### src/rtl/pff_pkg.sv
// ============================================================================
// pff_pkg
// Shared types and constants for the Pareto front filter: point layout,
// opcode and controller state encodings, and the result word layout.
// ============================================================================
package pff_pkg;

   localparam int TAG_W      = 16;
   localparam int VAL_W      = 32;
   localparam int OP_W       = 2;
   localparam int COUNT_W    = 7;
   localparam int REQ_DATA_W = 112;
   localparam int RSP_DATA_W = 128;
   localparam int RSP_PAD_W  = RSP_DATA_W - (2 + COUNT_W + TAG_W + 3 * VAL_W);

   // request kinds carried on req_tuser
   typedef enum logic [OP_W-1:0] {
      OP_INSERT = 2'd0,
      OP_READ   = 2'd1,
      OP_CLEAR  = 2'd2,
      OP_NONE   = 2'd3
   } op_type;

   // controller states
   typedef enum logic [2:0] {
      ST_IDLE,
      ST_SCAN,
      ST_APPEND,
      ST_RESP,
      ST_READ
   } state_type;

   // one stored point; iter_tag in the lowest bits, same as req_tdata
   typedef struct packed {
      logic [VAL_W-1:0] latency;
      logic [VAL_W-1:0] area;
      logic [VAL_W-1:0] aux_value;
      logic [TAG_W-1:0] iter_tag;
   } point_type;

   // outcome of comparing the new point against one stored point
   typedef struct packed {
      logic dominated;  // stored point no larger on both objectives
      logic covered;    // new point no larger on both objectives
   } cmp_type;

   // result word on rsp_tdata; kept in the lowest bit
   typedef struct packed {
      logic [RSP_PAD_W-1:0] pad;
      logic [VAL_W-1:0]     latency;
      logic [VAL_W-1:0]     area;
      logic [VAL_W-1:0]     aux_value;
      logic [TAG_W-1:0]     iter_tag;
      logic [COUNT_W-1:0]   front_count;
      logic                 overflow;
      logic                 kept;
   } rsp_data_type;

endpackage

### src/rtl/pff_cmp.sv
// ============================================================================
// pff_cmp
// Dominance compare of the incoming point against one stored point, both
// objectives minimized. Flags both directions in one pass.
// ============================================================================
module pff_cmp (
   input  logic [pff_pkg::VAL_W-1:0] new_area,
   input  logic [pff_pkg::VAL_W-1:0] new_latency,
   input  logic [pff_pkg::VAL_W-1:0] old_area,
   input  logic [pff_pkg::VAL_W-1:0] old_latency,
   output pff_pkg::cmp_type          result
);
   import pff_pkg::*;

   logic area_ge;
   logic area_le;
   logic lat_ge;
   logic lat_le;

   // magnitude compares on each objective
   assign area_ge = (new_area >= old_area);
   assign area_le = (new_area <= old_area);
   assign lat_ge  = (new_latency >= old_latency);
   assign lat_le  = (new_latency <= old_latency);

   // stored point dominates or equals the new one / new one covers it
   assign result.dominated = area_ge && lat_ge;
   assign result.covered   = area_le && lat_le;

endmodule
### config.mk
export PLATFORM = sky130hd
export DESIGN_NAME = pff_cmp
export DESIGN_NICKNAME = d
export VERILOG_FILES = /design/src/rtl/pff_pkg.sv /design/src/rtl/pff_cmp.sv
export SDC_FILE = /design/constraint.sdc
export NUM_CORES = 1
export LEC_CHECK = 0
export ABC_AREA = 1
export ABC_CLOCK_PERIOD_IN_PS = 1690
export BUFFER_PORTS_ARGS = -buffer_cell sky130_fd_sc_hd__buf_2
export CORE_UTILIZATION = 46
export DETAILED_ROUTE_END_ITERATION = 8
export GPL_TIMING_DRIVEN = 0
export PLACE_DENSITY = 0.91
export SYNTH_ARGS = -nofsm -noshare
export SYNTH_HDL_FRONTEND = slang
export SYNTH_SLANG_ARGS = --single-unit
export TNS_END_PERCENT = 20
### constraint.sdc
create_clock -name vclk -period 1.69
set_input_delay 0.0845 -clock vclk [all_inputs]
set_output_delay 0.0845 -clock vclk [all_outputs]
set_load 0.01 [all_outputs]
**Yosys cells after proc, flatten, opt, wreduce, memory -nomap -nowiden**

Index checks and enable logic that the tools add are counted.

- Order comparisons: 4
- Reductions and logical operators: 2

Operators by type and width:

| kind | number |
|---|---|
| 32-bit greater-or-equal comparator | 2 |
| 32-bit <= comparator | 2 |
| 1-bit logical AND | 2 |

- Flip-flop bits (word level): 0
- Output and inout port bits: 2
- Word-level logic and storage cells: 6

**Depth between registers and ports, before layout**

Gate-level depths: netlist of run 1.

- Depth after elaboration: 2
- Gate-level depth with buffers: 16
- Gate-level depth less buffers: 16

**Worst setup path before layout of run 1**

Ideal clock, no wire load.

- Kind: input to output
- Start point: input port old_latency[21] in the netlist's numbering
- End point: output port result[0] in the netlist's numbering
- Arrival: 1,078 ps
- Required time: 1,605 ps
- Slack: 528 ps
- Cell stages on the path: 11
- Path buffers: 0
- Cells stage by stage: inv_1 > ha_1 > a21oi_1 > nor2_1 > nor2_1 > nand3_1 > a21oi_2 > nand2_1 > nand2_2 > nand2_1 > inv_1

RTL lines:

| element | RTL line | source |
|---|---|---|
| from (decl) | pff_cmp.sv:10 | `input logic [pff_pkg::VAL_W-1:0] old_latency,` |
| to (decl) | pff_cmp.sv:11 | `output pff_pkg::cmp_type result` |

==> impl_metrics.json, run 1 <==
{
  "initial_utilization_pct": 47.8,
  "layout.area.seq_um2": 0,
  "timing_worst_slew_pin_value_ps": 215,
  "fmax_mhz": 683,
  "final.period_utilization_pct": 86.6,
  "fin_crit_ps": 1460,
  "syn-cell-area_mm2": 0.00175,
  "syn_nets": 480,
  "ios": 130,
  "areaGrowthSynthToFinish_pct": 40.6,
  "path_common_cell": "sky130_fd_sc_hd__nand2_1",
  "setup_tns_ps": 0,
  "grt_usage_pct": 19.9,
  "timing.critical_path.fanout_max": 2,
  "die_y_um": 63.7,
  "drv_slew": 0,
  "worst_setup_path_start_kind": "input pin",
  "postRouteWirelength_um": 4090,
  "vias_per_cell": 4.58,
  "synthesis.area_per_instance_um2": 6.07,
  "die_width_um": 63.7,
  "vdd.ir_drop.worst_uv": 104,
  "timing.slew.headroom_pct": 85.6,
  "worstPathRequired_ps": 1610,
  "setup.worst_path.end_class": "output port",
  "drive_above_1_share_pct": 34.2,
  "fillers": 335,
  "rsz0062_at_grt": "no",
  "num_rows": 22,
  "timing.hold.ws_ps": 815,
  "crit_chain": "buf_2, inv_1, ha_1, nand2_2, nor2_4, nand2_2, nor3_2, nand2_1, nand2_1, nand2_1, nand2_1, inv_1, buf_2",
  "critPathTopFamily": "simple AND/OR/NAND/NOR gates",
  "gpl.final_weighted_congestion": 0.752,
  "yosys.cell_count.top_type": "sky130_fd_sc_hd__inv_1",
  "type_of_the_most_critical_hold_path": "input pin to output port",
  "io_buffer_count": 130,
  "synth_top_area_share_pct": 45.8,
  "first_global_vias": 1958,
  "power_density_mw_per_mm2": 212,
  "fp.dieArea_mm2": 0.00405,
  "setup_crit_path_kind": "input pin to output port",
  "synth_area_leader_cell": "sky130_fd_sc_hd__ha_1",
  "finalHoldViolations": 0,
  "detail-route-antenna-nets": 0,
  "ctsHoldBuffers": 0,
  "netlist_top_cells_area": "sky130_fd_sc_hd__ha_1 46%, sky130_fd_sc_hd__inv_1 16%, sky130_fd_sc_hd__nand2_1 15%",
  "status": "complete, no violations",
  "post_cts_buffers": 0,
  "layout.sequential_cells": 0,
  "routed_wire_length_per_instance_um": 8.77,
  "cts_resized": 0,
  "detail_route.first_pass.iterations": 4,
  "grt_first_pass_wirelength_um": 6840,
  "num-clock-buffers": 0,
  "timing.critical_path.buf_inv": 4,
  "worst_path_largest_cell_delay_ps": 290,
  "design.core.area_mm2": 0.00366,
  "cp.arrival_ps": 1380,
  "drt_iter0_drc": 23,
  "synth-seq-area-share_pct": 0,
  "hpwl_um": 3930,
  "grt-ovfl-total": 0,
  "antenna_found_initial": 0,
  "setup_violations": 0,
  "num_vias": 2135,
  "yosys.cell_types.count": 19,
  "n_antenna_cell": 0,
  "gate_count_post_synth": 288,
  "worst_path_max_delay_cell": "sky130_fd_sc_hd__ha_1",
  "max_cap_viol_count": 0,
  "final_nets": 612,
  "yosys_warnings": 0,
  "power_leakage_nw": 1.72,
  "remaining_drc_errors": 0,
  "grt_max_degree": 4,
  "synth_common_cells": "75 x sky130_fd_sc_hd__inv_1, 71 x sky130_fd_sc_hd__nand2_1, 64 x sky130_fd_sc_hd__ha_1"
}
==> cells by family (layout without fill, tap and decap cells) <==
family	Yosys count	in the layout	synth area share (%)
AOI/OAI and AO/OA	39	39	12.2
adders and majority gates	64	64	45.8
buffers and inverters	79	209	17.0
and+or+nand+nor	106	106	25.0
==> layout by cell type (no fill, tap or decap), types with 2 or more instances in the layout <==
cell and instances:
sky130_fd_sc_hd__a21o_1 2, sky130_fd_sc_hd__a21oi_1 26, sky130_fd_sc_hd__a21oi_2 2, sky130_fd_sc_hd__buf_2 130, sky130_fd_sc_hd__ha_1 64, sky130_fd_sc_hd__inv_1 75, sky130_fd_sc_hd__inv_2 3, sky130_fd_sc_hd__nand2_1 71
sky130_fd_sc_hd__nand2_2 4, sky130_fd_sc_hd__nand3_1 5, sky130_fd_sc_hd__nand4_1 3, sky130_fd_sc_hd__nor2_1 20, sky130_fd_sc_hd__o21ai_0 3, sky130_fd_sc_hd__o21ai_1 4
==> layer usage <==
| layer | GRT usage, % | share of wire (%) | up-vias |
|---|---|---|---|
| met4 | 2.84 | 1.4 | 0 |
| met5 | 0 | 0 | - |
| met2 | 44.0 | 53 | 78 |
| li1 | - | - | 1164 |
| met1 | 19.7 | 40 | 887 |
| met3 | 1.09 | 5.6 | 6 |
==> final cells by class <==
class	instances	area [um^2]	share of cell area [%]
multi-input combinational	209	1450	59.1
timing repair buffer	130	651	26.4
inverter	79	297	12.1
tap	48	60.1	2.44
==> stage by stage <==
step                      cell area [um^2]  std cells  total power [mW]  util [%]  setup slack, ps
after global routing                  2460        466             0.614      67.2             83.0
after detailed placement              2460        466             0.526      67.2              203
after global placement                2460        466             0.503      67.2              239
final                                 2460        466             0.523      67.2              226
after CTS                             2460        466             0.530      67.2              196
after floorplan                       1750        288             0.308         -              528
==> power by group <==
| group | switching [mW] | total (mW) | internal [mW] |
|---|---|---|---|
| clock | 0 | 0 | 0 |
| sequential | 0 | 0 | 0 |
| combinational | 0.254 | 0.523 | 0.269 |
==> final timing paths <==
kind,startpoint,to,slack [ps],depth (start not counted)
worst max-delay path,old_area[23],result[0],230,13
worst min-delay path,new_area[31],result[1],820,9
(Power assumes the default switching activity.)
==> inputs of run 2 (changes only) <==
--- a/config.mk
+++ b/config.mk
@@ -5,13 +5,13 @@
 export SDC_FILE = /design/constraint.sdc
 export NUM_CORES = 1
 export LEC_CHECK = 0
-export ABC_AREA = 1
 export ABC_CLOCK_PERIOD_IN_PS = 1690
 export BUFFER_PORTS_ARGS = -buffer_cell sky130_fd_sc_hd__buf_2
 export CORE_UTILIZATION = 46
 export DETAILED_ROUTE_END_ITERATION = 8
 export GPL_TIMING_DRIVEN = 0
-export PLACE_DENSITY = 0.91
+export PLACE_DENSITY = 0.92
+export SKIP_LAST_GASP = 1
 export SYNTH_ARGS = -nofsm -noshare
 export SYNTH_HDL_FRONTEND = slang
 export SYNTH_SLANG_ARGS = --single-unit
==> constraint.sdc (replaced) <==
create_clock -name vclk -period 1.69
set_input_delay 0 -clock vclk [all_inputs]
set_output_delay 0 -clock vclk [all_outputs]
set_load 0.01 [all_outputs]
==> impl_metrics.json, run 2 <==
{
  "yosys_warnings": 0,
  "crit_chain": "buf_2, ha_1, a21o_1, a221o_1, a21oi_1, o211ai_1, a22oi_2, o211a_1, buf_6",
  "layout.sequential_cells": 0,
  "gpl.final_weighted_congestion": 0.873,
  "max_cap_viol_count": 0,
  "power_density_mw_per_mm2": 227,
  "fillers": 244,
  "setup_violations": 0,
  "first_global_vias": 1894,
  "ctsHoldBuffers": 0,
  "areaGrowthSynthToFinish_pct": 62.8,
  "yosys.cell_types.count": 34,
  "drive_above_1_share_pct": 46.5,
  "detail-route-antenna-nets": 0,
  "gate_count_post_synth": 232,
  "route.met3.wl_um": 340,
  "ios": 130,
  "hpwl_um": 4030,
  "timing.critical_path.buf_inv": 2,
  "routed.top_layer": "met4",
  "fp.dieArea_mm2": 0.00389,
  "final_nets": 562,
  "num_rows": 21,
  "status": "complete, no violations",
  "antenna_found_initial": 0,
  "postRouteWirelength_um": 5400,
  "setup.worst_path.end_class": "output port",
  "yosys.cell_count.top_type": "sky130_fd_sc_hd__inv_1",
  "synth_area_leader_cell": "sky130_fd_sc_hd__ha_1",
  "synth_top_area_share_pct": 47.8,
  "grt_first_pass_wirelength_um": 7110,
  "routed_wire_length_per_instance_um": 13.0,
  "type_of_the_most_critical_hold_path": "input pin to output port",
  "timing.slew.headroom_pct": 64.8,
  "initial_utilization_pct": 49.1,
  "num-clock-buffers": 0,
  "final_util_pct": 79.9,
  "fin_crit_ps": 1650,
  "setup_crit_path_kind": "input pin to output port",
  "final.period_utilization_pct": 97.8,
  "worstPathRequired_ps": 1690,
  "vias_per_cell": 5.22,
  "layout.cells.most_common": "sky130_fd_sc_hd__buf_2",
  "grt_max_degree": 4,
  "finalHoldViolations": 0,
  "netlist_top_cells_area": "sky130_fd_sc_hd__ha_1 48%, sky130_fd_sc_hd__inv_1 15%, sky130_fd_sc_hd__a21oi_1 7.2%",
  "drv_slew": 0,
  "num_vias": 2163,
  "worst_setup_path_start_kind": "input pin",
  "synth_common_cells": "65 x sky130_fd_sc_hd__inv_1, 64 x sky130_fd_sc_hd__ha_1, 24 x sky130_fd_sc_hd__a21oi_1",
  "layout.area.seq_um2": 0,
  "design.core.area_mm2": 0.00342,
  "grt_usage_pct": 21.3,
  "syn_nets": 424,
  "syn-cell-area_mm2": 0.00168,
  "power_leakage_nw": 1.67,
  "timing_worst_slew_pin_value_ps": 525,
  "remaining_drc_errors": 0,
  "synth-seq-area-share_pct": 0,
  "n_antenna_cell": 0,
  "layoutNonFillerInstCount": 414,
  "worst_path_max_delay_cell": "sky130_fd_sc_hd__a221o_1",
  "cp.arrival_ps": 1650,
  "synthesis.area_per_instance_um2": 7.23,
  "fmax_mhz": 605,
  "io_buffer_count": 130,
  "die_y_um": 62.4,
  "vdd.ir_drop.worst_uv": 141,
  "die_width_um": 62.4,
  "timing.critical_path.fanout_max": 2,
  "grt-ovfl-total": 0,
  "met2_length_um": 2870,
  "dp.cells": 408,
  "critPathTopFamily": "compound AO/OA/AOI/OAI gates",
  "layout_common_cells": "121 x sky130_fd_sc_hd__buf_2, 59 x sky130_fd_sc_hd__inv_1, 53 x sky130_fd_sc_hd__ha_1",
  "rsz0062_at_grt": "yes",
  "worst_path_largest_cell_delay_ps": 320,
  "drt_iter0_drc": 59,
  "metal1_wirelength_um": 1940,
  "detail_route.first_pass.iterations": 6
}
run 2: cell count changes in the layout (fill, tap and decap cells not counted), sizes merged, moves of 3 or more:
cell	change
nand2	-56
nor4	+3
a21oi	-4
buf	+6
and2	+3
a21o	+3
nor2	-18
inv	-13
nand4	+6
and4	+3
run 2: worst paths after layout:
| kind | start | end | slack, ps | depth (start not counted) |
|---|---|---|---|---|
| max | new_latency[17] | result[0] | 40 | 9 |
| min | new_area[31] | result[0] | 590 | 7 |
run 2: final cells by class:
class	count	area, um^2	area share, %
well taps	46	57.6	2.11
inverters	65	246	9.03
repair buffers	136	759	27.8
multi-input cells	167	1670	61.0
run 2: cell families after synthesis:
family	Yosys count	synth area share, %
buffers and inverters	65	14.6
adders and majority gates	64	47.8
and+or+nand+nor	52	18.3
AOI/OAI and AO/OA	51	19.4
run 2: where the power goes:
part,leakage [nW],internal [mW],switching (mW)
registers,0,0,0
clock network,0,0,0
logic,1.67,0.328,0.292
total,1.67,0.328,0.292
run 2: what timing repair did:
action,in CTS,in global routing
setup endpoints to repair,2,2
pin swaps,2,20
setup buffers,1,5
resized for setup,3,45
hold endpoints to repair,0,0
run 2: stage by stage:
stage          instance area (um^2)  hold WS, ps  power [mW]  TNS, ps  setup WS, ps
6_report                       2730          589       0.620        0          36.6
5_1_grt                        2730          625       0.695     -118         -63.1
4_1_cts                        2420          641       0.522        0          5.96
3_5_place_dp                   2380          640       0.505    -72.9         -54.0
3_3_place_gp                   2380          645       0.480    -28.7         -20.8
2_1_floorplan                  1680          451       0.283        0           246
run 2: metal layers:
metal,vias to the layer above,GRT usage [%]
met4,0,5.81
li1,1077,-
met1,942,22.5
met3,32,2.19
met5,-,0
met2,112,43.5
